[src/tcg_pkg.sv]
// Shared constants for the text console grid: cell geometry, character codes,
// command opcodes, result kinds and configuration register indexes.
// No dependencies.
`default_nettype none

package tcg_pkg;

  localparam int DEF_COLUMNS = 32;
  localparam int DEF_ROWS    = 16;

  localparam int CELL_W = 6;
  localparam int CELL_H = 8;

  localparam logic [7:0] CHAR_NEWLINE = 8'd10;
  localparam logic [7:0] CHAR_BLANK   = 8'd32;

  localparam logic [1:0] OP_PUT   = 2'd0;
  localparam logic [1:0] OP_MOVE  = 2'd1;
  localparam logic [1:0] OP_CLEAR = 2'd2;

  localparam logic [1:0] KIND_DRAW   = 2'd0;
  localparam logic [1:0] KIND_REDRAW = 2'd1;
  localparam logic [1:0] KIND_FILL   = 2'd2;

  localparam logic [2:0] REG_ENABLED    = 3'd0;
  localparam logic [2:0] REG_ORIGIN_X   = 3'd1;
  localparam logic [2:0] REG_ORIGIN_Y   = 3'd2;
  localparam logic [2:0] REG_BACKGROUND = 3'd3;

endpackage

`default_nettype wire

[src/text_console_grid_top.sv]
// Text console grid: command decoder, cursor and scroll control around a
// row-wide character store memory.
// Depends on tcg_pkg.
`default_nettype none

// Usage:
//   Commands enter on start/opcode/char_code/cursor_col/cursor_row and are
//   taken at a clock edge where start is high and busy is low.
//   Results leave on kind/pixel_x/.../last, each valid for one cycle while
//   strobe is high; last marks the final result of a command. The receiver
//   cannot stall, so results are never held back.
//   Configuration writes go through cfg_valid/cfg_index/cfg_data; cfg_ready
//   is always high. Write only while the block is idle.
// Command sequences:
//   put character: result in the cycle after accept, busy during the row
//   read-modify-write through the store memory; newline with no scroll: never busy.
//   scroll: the new bottom row is blanked, then one redraw result per row
//   follows (only the blank when the console is disabled).
//   clear: fill result in the cycle after accept, busy while the store rows are
//   blanked one per cycle.
//   move cursor and unknown opcodes: never busy.
// Reset: synchronous; busy stays high while the store is swept to zero.
//   Configuration writes are taken during the sweep.
module text_console_grid_top #(
  parameter int COLUMNS = tcg_pkg::DEF_COLUMNS,
  parameter int ROWS    = tcg_pkg::DEF_ROWS
) (
  input  wire logic        clk,
  input  wire logic        rst,
  input  wire logic        start,
  output logic             busy,
  input  wire logic [1:0]  opcode,
  input  wire logic [7:0]  char_code,
  input  wire logic [4:0]  cursor_col,
  input  wire logic [3:0]  cursor_row,
  output logic             strobe,
  output logic [1:0]       kind,
  output logic [15:0]      pixel_x,
  output logic [15:0]      pixel_y,
  output logic [7:0]       glyph,
  output logic [3:0]       store_row,
  output logic [15:0]      fill_width,
  output logic [15:0]      fill_height,
  output logic [15:0]      fill_colour,
  output logic             last,
  input  wire logic        cfg_valid,
  output logic             cfg_ready,
  input  wire logic [2:0]  cfg_index,
  input  wire logic [15:0] cfg_data
);
  import tcg_pkg::*;

  localparam int CW = (COLUMNS > 1) ? $clog2(COLUMNS) : 1;
  localparam int RW = $clog2(ROWS);
  localparam int LW = COLUMNS * 8;
  localparam logic [15:0] FILL_W = 16'(CELL_W * COLUMNS);
  localparam logic [15:0] FILL_H = 16'(CELL_H * ROWS);
  localparam logic [CW-1:0] COL_LAST = CW'(COLUMNS - 1);
  localparam logic [RW-1:0] ROW_LAST = RW'(ROWS - 1);

  localparam logic [2:0] S_IDLE   = 3'd0;
  localparam logic [2:0] S_INIT   = 3'd1;
  localparam logic [2:0] S_WRITE  = 3'd2;
  localparam logic [2:0] S_SCROLL = 3'd3;
  localparam logic [2:0] S_REDRAW = 3'd4;
  localparam logic [2:0] S_CLEAR  = 3'd5;

  logic [2:0]    state;
  logic [RW-1:0] cnt;
  logic [CW-1:0] col;
  logic [RW-1:0] line;
  logic [RW-1:0] offset;
  logic          scroll_pend;
  logic [RW-1:0] wr_row;
  logic [CW-1:0] wr_col;
  logic [7:0]    wr_char;

  logic          enabled;
  logic [15:0]   origin_x;
  logic [15:0]   origin_y;
  logic [15:0]   background;

  // row-wide character store
  logic [LW-1:0] mem [ROWS];
  logic [LW-1:0] mem_q;
  logic          mem_we;
  logic [RW-1:0] mem_waddr;
  logic [LW-1:0] mem_wdata;
  logic [LW-1:0] merged;
  logic [RW-1:0] cur_phys;

  function automatic logic [RW-1:0] phys(input logic [RW-1:0] r, input logic [RW-1:0] off);
    logic [RW:0] sum;
    sum = {1'b0, r} + {1'b0, off};
    if (sum >= (RW+1)'(ROWS)) begin
      sum = sum - (RW+1)'(ROWS);
    end
    return sum[RW-1:0];
  endfunction

  assign busy      = (state != S_IDLE);
  assign cfg_ready = 1'b1;
  assign cur_phys  = phys(line, offset);

  always_comb begin
    merged = mem_q;
    for (int i = 0; i < COLUMNS; i++) begin
      if (CW'(i) == wr_col) begin
        merged[i*8 +: 8] = wr_char;
      end
    end
  end

  always_comb begin
    mem_we    = 1'b0;
    mem_waddr = cnt;
    mem_wdata = '0;
    case (state)
      S_INIT: begin
        mem_we = 1'b1;
      end
      S_CLEAR: begin
        mem_we    = 1'b1;
        mem_wdata = {COLUMNS{CHAR_BLANK}};
      end
      S_WRITE: begin
        mem_we    = 1'b1;
        mem_waddr = wr_row;
        mem_wdata = merged;
      end
      S_SCROLL: begin
        mem_we    = 1'b1;
        mem_waddr = offset;
        mem_wdata = {COLUMNS{CHAR_BLANK}};
      end
      default: begin
        mem_we = 1'b0;
      end
    endcase
  end

  always_ff @(posedge clk) begin
    if (mem_we) begin
      mem[mem_waddr] <= mem_wdata;
    end
    mem_q <= mem[cur_phys];
  end

  // one strobe per redraw cycle, per enabled draw and per clear fill
  always_ff @(posedge clk) begin
    if (rst) begin
      strobe <= 1'b0;
    end else begin
      strobe <= (state == S_REDRAW) ||
                ((state == S_IDLE) && start &&
                 (((opcode == OP_PUT) && (char_code != CHAR_NEWLINE) && enabled) ||
                  (opcode == OP_CLEAR)));
    end
  end

  always_ff @(posedge clk) begin
    if (rst) begin
      state      <= S_INIT;
      cnt        <= '0;
      col        <= '0;
      line       <= '0;
      offset     <= '0;
      scroll_pend <= 1'b0;
      enabled    <= 1'b0;
      origin_x   <= '0;
      origin_y   <= '0;
      background <= '0;
    end else begin
      if (cfg_valid && cfg_ready) begin
        case (cfg_index)
          REG_ENABLED:    enabled    <= cfg_data[0];
          REG_ORIGIN_X:   origin_x   <= cfg_data;
          REG_ORIGIN_Y:   origin_y   <= cfg_data;
          REG_BACKGROUND: background <= cfg_data;
          default: ;
        endcase
      end

      case (state)
        S_IDLE: begin
          if (start) begin
            case (opcode)
              OP_PUT: begin
                if (char_code != CHAR_NEWLINE) begin
                  wr_row      <= cur_phys;
                  wr_col      <= col;
                  wr_char     <= char_code;
                  scroll_pend <= (col == COL_LAST) && (line == ROW_LAST);
                  if (col == COL_LAST) begin
                    col <= '0;
                    if (line != ROW_LAST) begin
                      line <= line + 1'b1;
                    end
                  end else begin
                    col <= col + 1'b1;
                  end
                  if (enabled) begin
                    kind        <= KIND_DRAW;
                    pixel_x     <= origin_x + 16'(CELL_W) * 16'(col);
                    pixel_y     <= origin_y + 16'(CELL_H) * 16'(line);
                    glyph       <= char_code;
                    store_row   <= '0;
                    fill_width  <= '0;
                    fill_height <= '0;
                    fill_colour <= '0;
                    last        <= !((col == COL_LAST) && (line == ROW_LAST));
                  end
                  state <= S_WRITE;
                end else begin
                  col <= '0;
                  if (line == ROW_LAST) begin
                    state <= S_SCROLL;
                  end else begin
                    line <= line + 1'b1;
                  end
                end
              end
              OP_MOVE: begin
                col  <= (32'(cursor_col) < COLUMNS) ? CW'(cursor_col) : COL_LAST;
                line <= (32'(cursor_row) < ROWS) ? RW'(cursor_row) : ROW_LAST;
              end
              OP_CLEAR: begin
                kind        <= KIND_FILL;
                pixel_x     <= origin_x;
                pixel_y     <= origin_y;
                glyph       <= '0;
                store_row   <= '0;
                fill_width  <= FILL_W;
                fill_height <= FILL_H;
                fill_colour <= background;
                last        <= 1'b1;
                col         <= '0;
                line        <= '0;
                cnt         <= '0;
                state       <= S_CLEAR;
              end
              default: ;
            endcase
          end
        end
        S_WRITE: begin
          state <= scroll_pend ? S_SCROLL : S_IDLE;
        end
        S_SCROLL: begin
          // new bottom row is the old top row; the top advances past it
          offset <= phys(RW'(1), offset);
          cnt    <= '0;
          state  <= enabled ? S_REDRAW : S_IDLE;
        end
        S_REDRAW: begin
          kind        <= KIND_REDRAW;
          pixel_x     <= origin_x;
          pixel_y     <= origin_y + 16'(CELL_H) * 16'(cnt);
          glyph       <= '0;
          store_row   <= 4'(phys(cnt, offset));
          fill_width  <= '0;
          fill_height <= '0;
          fill_colour <= '0;
          last        <= (cnt == ROW_LAST);
          cnt         <= cnt + 1'b1;
          if (cnt == ROW_LAST) begin
            state <= S_IDLE;
          end
        end
        S_INIT, S_CLEAR: begin
          cnt <= cnt + 1'b1;
          if (cnt == ROW_LAST) begin
            state <= S_IDLE;
          end
        end
        default: begin
          state <= S_IDLE;
        end
      endcase
    end
  end

`ifndef SYNTHESIS
  a_no_write_idle: assert property (@(posedge clk) disable iff (rst)
    (state == S_IDLE) |-> !mem_we)
    else $error("store written while idle");

  a_cursor_range: assert property (@(posedge clk) disable iff (rst)
    (32'(col) < COLUMNS) && (32'(line) < ROWS))
    else $error("cursor out of grid");

  a_redraw_ends: assert property (@(posedge clk) disable iff (rst)
    (strobe && kind == KIND_REDRAW && last) |-> (state == S_IDLE))
    else $error("redraw sequence did not end with its last row");

  a_clear_fill: assert property (@(posedge clk) disable iff (rst)
    (start && !busy && opcode == OP_CLEAR) |=> (strobe && kind == KIND_FILL && last))
    else $error("clear did not produce a fill");
`endif

endmodule

`default_nettype wire

[config.mk]
export PLATFORM = sky130hd
export DESIGN_NAME = text_console_grid_top
export DESIGN_NICKNAME = d
export VERILOG_FILES = /design/src/tcg_pkg.sv /design/src/text_console_grid_top.sv
export SDC_FILE = /design/constraint.sdc
export NUM_CORES = 1
export LEC_CHECK = 0
export BUFFER_PORTS_ARGS = -buffer_cell sky130_fd_sc_hd__buf_4
export CAP_MARGIN = 40
export CORE_MARGIN = 8
export CORE_UTILIZATION = 45
export CTS_CLUSTER_DIAMETER = 80
export DETAILED_ROUTE_END_ITERATION = 10
export GPL_TIMING_DRIVEN = 0
export HOLD_SLACK_MARGIN = 0.15
export MAX_ROUTING_LAYER = met4
export PLACE_DENSITY = 0.68
export SLEW_MARGIN = 20
export SYNTH_ARGS = -nofsm -noshare
export SYNTH_HDL_FRONTEND = slang
export SYNTH_SLANG_ARGS = --single-unit
[constraint.sdc]
create_clock -name clk -period 11.1 [get_ports clk]
set_input_delay 0.555 -clock clk [delete_from_list [all_inputs] [get_ports clk]]
set_output_delay 0.555 -clock clk [all_outputs]
set_load 0.02 [all_outputs]
# ---- Word level (Yosys, flattened, before mapping)
# Index checks and enable logic that the tools add are counted.
dict set report op_classes {
  addsub 10
  n_mul 1
  n_lt_le_gt_ge 2
  eq_ne 25
  muxes 62
  bitwise 1
  reduce_logical 26
}
# op n
set ops {}
lappend ops {{16-bit case mux with 2 select lines} 10}
lappend ops {{16-bit two-way mux} 11}
lappend ops {{4-bit two-way mux} 11}
lappend ops {{16-bit by 7-bit adder with 16-bit output} 2}
lappend ops {{8-bit case mux with 2 select lines} 2}
lappend ops {{8-bit two-way mux} 3}
lappend ops {{4-bit case mux with 3 select lines} 2}
lappend ops {{16-bit by 8-bit adder with 16-bit output} 1}
lappend ops {{4-bit case mux with 2 select lines} 2}
lappend ops {{3-bit two-way mux} 5}
lappend ops {{5-bit case mux with 3 select lines} 1}
lappend ops {{3-bit by 2-bit equality test with 1-bit output (second input constant)} 4}
lappend ops {{3-bit case mux with 4 select lines} 1}
lappend ops {{6-bit AND reduction} 2}
lappend ops {{5-bit >= comparator (second input constant)} 2}
lappend ops {{5-bit two-way mux} 2}
lappend ops {{3-bit by 2-bit != test with 1-bit output (second input constant)} 3}
lappend ops {{3-bit nonzero test} 3}
lappend ops {{4-bit by 1-bit adder with 4-bit output (second input constant)} 2}
lappend ops {{4-bit equality test (second input constant)} 2}
lappend ops {{2-bit two-way mux} 4}
lappend ops {{8-bit by 4-bit != test with 1-bit output (second input constant)} 1}
lappend ops {{2-bit case mux with 2 select lines} 2}
lappend ops {{2-bit AND reduction} 4}
lappend ops {{29 further kinds} 45}
dict set report word_totals {
  regBits 166
  in_bits 42
  output_inout_bits 98
}

# ---- Longest topological paths before layout
dict set report depth {
  depth_word 8
  mapped_depth 12
}

# ---- Worst setup path before layout
# Ideal clock, no wire load.
dict set report synth_path {
  path_kind {input-to-reg}
  start {input rst}
  end {register fill_colour[0] (enable)}
  arrival_ps 5739
  required_ps 10522
  path_slack_ps 4783
  stages 3
  cell_sequence {clkbuf_1 -> or3_1 -> a211oi_1}
}
dict set report synth_via {
  elab_chain_len 2
}
# element line
set synth_lines {}
lappend synth_lines {{start: declaration} text_console_grid_top.sv:29} ;# input wire logic rst,
lappend synth_lines {{1-bit NOT (no source line)} --}
lappend synth_lines {{6-bit AND reduction (no source line)} --}
lappend synth_lines {{end signal: assignment} text_console_grid_top.sv:235} ;# fill_colour <= background;
lappend synth_lines {{end: declaration} text_console_grid_top.sv:44} ;# output logic [15:0] fill_colour,
# Every way passes these cells.
# A chain may end at the register's enable or synchronous reset.

# ---- Final worst setup path
dict set report layout_path {
  start {register col[1]}
  end {register pixel_x[15] (data pin)}
}
dict set report layout_via {
  elab_chain_len 7
}
# element line
set layout_lines {}
lappend layout_lines {{start: declaration} text_console_grid_top.sv:70} ;# logic [CW-1:0] col;
lappend layout_lines {{start signal: assignment} text_console_grid_top.sv:200} ;# col <= col + 1'b1;
lappend layout_lines {{start signal: assignment} text_console_grid_top.sv:224} ;# col <= (32'(cursor_col) < COLUMNS) ? CW'(cursor_col) : COL_LAST;
lappend layout_lines {{2-bit by 5-bit multiplier with 7-bit output} text_console_grid_top.sv:204} ;# pixel_x <= origin_x + 16'(CELL_W) * 16'(col);
lappend layout_lines {{16-bit by 8-bit adder with 16-bit output} text_console_grid_top.sv:204}
lappend layout_lines {{16-bit two-way mux} text_console_grid_top.sv:202} ;# if (enabled) begin
lappend layout_lines {{16-bit two-way mux} text_console_grid_top.sv:189} ;# if (char_code != CHAR_NEWLINE) begin
lappend layout_lines {{16-bit case mux with 2 select lines} text_console_grid_top.sv:187} ;# case (opcode)
lappend layout_lines {{16-bit two-way mux} text_console_grid_top.sv:186} ;# if (start) begin
lappend layout_lines {{16-bit case mux with 2 select lines} text_console_grid_top.sv:184} ;# case (state)
lappend layout_lines {{end signal: assignment} text_console_grid_top.sv:204}
lappend layout_lines {{end signal: assignment} text_console_grid_top.sv:229} ;# pixel_x <= origin_x;
lappend layout_lines {{end signal: assignment} text_console_grid_top.sv:257} ;# pixel_x <= origin_x;
lappend layout_lines {{end: declaration} text_console_grid_top.sv:38} ;# output logic [15:0] pixel_x,
# Every way passes these cells. The select of a mux whose other input is x is not followed.

==> results.yml <==
global_route:
  grt_pass1_vias: 5451
  grt-ovfl-total: 0
  antenna_found_initial: 0
  grt_max_degree: 19
  grt_usage: 0.180
  grt_pass1_wl_um: 27100
floorplanning:
  dieHeight_um: 138
  pin_count: 140
  design.core.area_mm2: 0.0145
  rows: 44
  start_util: 0.462
  die_w_um: 138
  design.die.area_mm2: 0.0191
place:
  placed_area_mm2: 0.00793
  hpwl_um: 13000
  gp_congestion: 0.876
  io_buffers: 108
  pre_cts_slack_ns: 8.06
run_status:
  status: "completed"
logic_synthesis:
  synth_area_mm2: 0.00672
  synth_cell_types: 61
  synthesis.instances: 685
  yosysSeqAreaShare: 0.493
  syn_area_per_cell_um2: 9.80
  synth-main-ff-cell: "dfxtp_1"
  ys_warn_count: 0
  synth_top_area_frac: 0.282
  yosys.area.top_type: "edfxtp_1"
  synth-edff-count: 63
  synth.top_cells.by_area: "edfxtp_1 28%, dfxtp_1 21%, nand2_1 6.9%"
  synthArstFlopShare: 0
  ys_ff_latch: 134
hold_path:
  holdPathEnd: "background[7]"
  min-delay-path-class: "in2reg"
  whs_path_depth: 3
  hold_start: "cfg_data[7]"
worst_setup_path:
  ff2ff_path_depth: 12
  cp.required_ns: 11.28
  cp_max_fo: 5
  cp_top_family: "adder cells"
  slowest_delay_ns: 0.42
  worstSetupStartpoint: "col[1]"
  critPathArrivalTime_ns: 3.26
  cp-end-kind: "register"
  crit_buf_inv: 0
  crit_chain: "ha_1 > fa_1 > a21oi_1 > nor2_1 > nor2_1 > xnor2_1 > ha_1 > o211ai_1 > o21ai_0 > a21oi_1 > nand4b_1 > xnor2_1"
  critical_path_class: "reg2reg"
  r2r-start: "col[1]"
  r2r_setup_slack_ns: 8.01
  cp-start-kind: "register"
  slowest_stage: "fa_1"
  r2r-end: "pixel_x[15]"
power:
  switching_share: 0.279
  ir_drop_uv: 112
  p_switching_uw: 369
  powerDensity_mw_per_mm2: 156
  p_clk_frac: 0.413
  cellLeakagePower_uw: 0.00352
  power_frac_seq: 0.430
  internal_power_uw: 953
  p_comb_frac: 0.157
clocking:
  post_cts_buffers: 0
  cts-buffers-inserted: 17
  clk_latency_ns: 0.43
  h-tree-depth: 4
  clock_tree.root_cell: "clkbuf_16"
  clk_pin_slew_ns: 0.06
  ctsHoldBuffers: 0
  clock_path_buffers: 2
  cts_resized: 0
  cts_tree: "done"
  cts.sinks: 134
final_layout:
  drive_gt1_frac: 0.229
  area_growth_pct: 26.6
  nets: 923
  fin_util: 0.585
  design_area_mm2: 0.00850
  n_antenna_cell: 0
sta:
  setup_ws_ns: 8.01
  slew_viol_final: 0
  skew_ns: 0.00747
  worstMarginPinSlew_ns: 0.737
  hold_viol: 0
  slew_headroom: 0.505
  max_freq_ghz: 0.324
  rsz0062_at_grt: "false"
  finalCritPeriodShare: 0.278
  setup_viol: 0
  period_minus_slack_ns: 3.09
  tns_ns: 0
routing:
  vias: 5372
  drt_iter0_drc: 333
  route.detailed.wl_per_inst_um: 16.1
  viasPerCell: 5.16
  drc_errors: 0
  first_pass_iters: 5
  totalWireLength_um: 16800
  postRouteAntennaNets: 0
run:
  maxCapViolations: 0
synthesized netlist by cell type (all sizes together) (2+ instances only):
master / n
a211o: 3
a211oi: 10
a21o: 6
a21oi: 78
a221oi: 4
a22oi: 4
a31oi: 2
and2: 14
and3: 19
and4: 2
buf: 41
clkbuf: 23
conb: 2
dfxtp: 71
edfxtp: 63
fa: 5
ha: 32
inv: 17
mux2i: 5
nand2: 125
nand2b: 4
nand3: 11
nand3b: 2
nand4: 6
nor2: 38
nor2b: 7
nor3: 10
nor3b: 2
nor4: 2
o211ai: 2
o21a: 4
o21ai: 13
o22ai: 3
o32ai: 2
xnor2: 19
xor2: 19
worst min-delay path: cells and delay by family:
family | cells | cell delay, ns
simple gates | 1 | 0.05
compound gates | 1 | 0.05
buf+inv | 1 | 0.13
per-layer routing:
layer / part of all wire / global-route usage / wire (um)
met2: 0.47 / 0.288 / 7880
met5: 0 / - / 0
met1: 0.45 / 0.212 / 7540
met3: 0.055 / 0.0493 / 928
met4: 0.025 / 0.0692 / 420
through the flow:
| step | total power [uW] | instances | hold slack, ns |
|---|---|---|---|
| after floorplan | 712 | 713 | 0.408 |
| after global placement | 782 | 1005 | 0.441 |
| after detailed placement | 787 | 1009 | 0.436 |
| after CTS | 1330 | 1041 | 0.398 |
| after global routing | 1370 | 1041 | 0.404 |
| final | 1320 | 1041 | 0.405 |
state kept, by name, indices dropped and copies added (netlist names):
register and count:
col 5, origin_y 16, pixel_x 16, strobe 1, store_row 4, enabled 1
glyph 8, origin_x 16, offset 4, line 4, kind 1, fill_colour 16
state 3, pixel_y 16, last 1, scroll_pend 1, cnt 4, background 16
fill_width 1
cell families after synthesis:
logic type                 count (synthesis)  share of synthesized area
adders and majority gates                 37                     0.0745
buffers and inverters                     82                     0.0693
and+or+nand+nor                          248                      0.174
AOI/OAI and AO/OA                        139                      0.131
other                                      2                    0.00112
xor gates and xnor gates                  38                     0.0496
muxes                                      5                    0.00745
DFF                                      134                      0.493
how the worst max path moves through the flow:
stage | endpoint | slack, ns | cells after the start
floorplan | fill_colour[0] | 4.78 | 3
global placement | pixel_y[1] | 2.81 | 3
detailed placement | pixel_x[15] | 8.06 | 12
CTS | pixel_x[15] | 8.00 | 12
global route | pixel_x[15] | 7.76 | 12
finish | pixel_x[15] | 8.01 | 12
final cells by class:
cell class | count | area, um^2
timing repair buffer | 112 | 863
inverter | 18 | 80.1
sequential | 134 | 3310
buffer | 64 | 385
clock inverter | 14 | 139
clock buffer | 18 | 439
tap | 184 | 230
fill | 1273 | 6030
multi-input combinational | 497 | 3050
power groups by stage:
stage / Sequential (uW) / Clock (uW) / Combinational [uW]
final: 569 / 546 / 208
after global routing: 572 / 574 / 228
after detailed placement: 579 / 0 / 208
after global placement: 585 / 0 / 197
after CTS: 569 / 553 / 209
after floorplan: 600 / 0 / 112
cells in the final DEF, fill, tap and decap left out, drive strengths merged, types with 5 or more instances in the layout:
cell type | synthesis | routed
and3 | 19 | 19
a21oi | 78 | 78
edfxtp | 63 | 63
fa | 5 | 5
clkbuf | 23 | 41
inv | 17 | 23
nor3 | 10 | 10
mux2i | 5 | 5
nand3 | 11 | 11
nor2 | 38 | 38
xor2 | 19 | 19
and2 | 14 | 14
nor2b | 7 | 7
nand2 | 125 | 125
xnor2 | 19 | 19
buf | 41 | 153
dfxtp | 71 | 71
o21ai | 13 | 13
nand4 | 6 | 6
ha | 32 | 32
a21o | 6 | 6
a211oi | 10 | 10
conb | 2 | 30
Power figures use the tool's default switching activity.
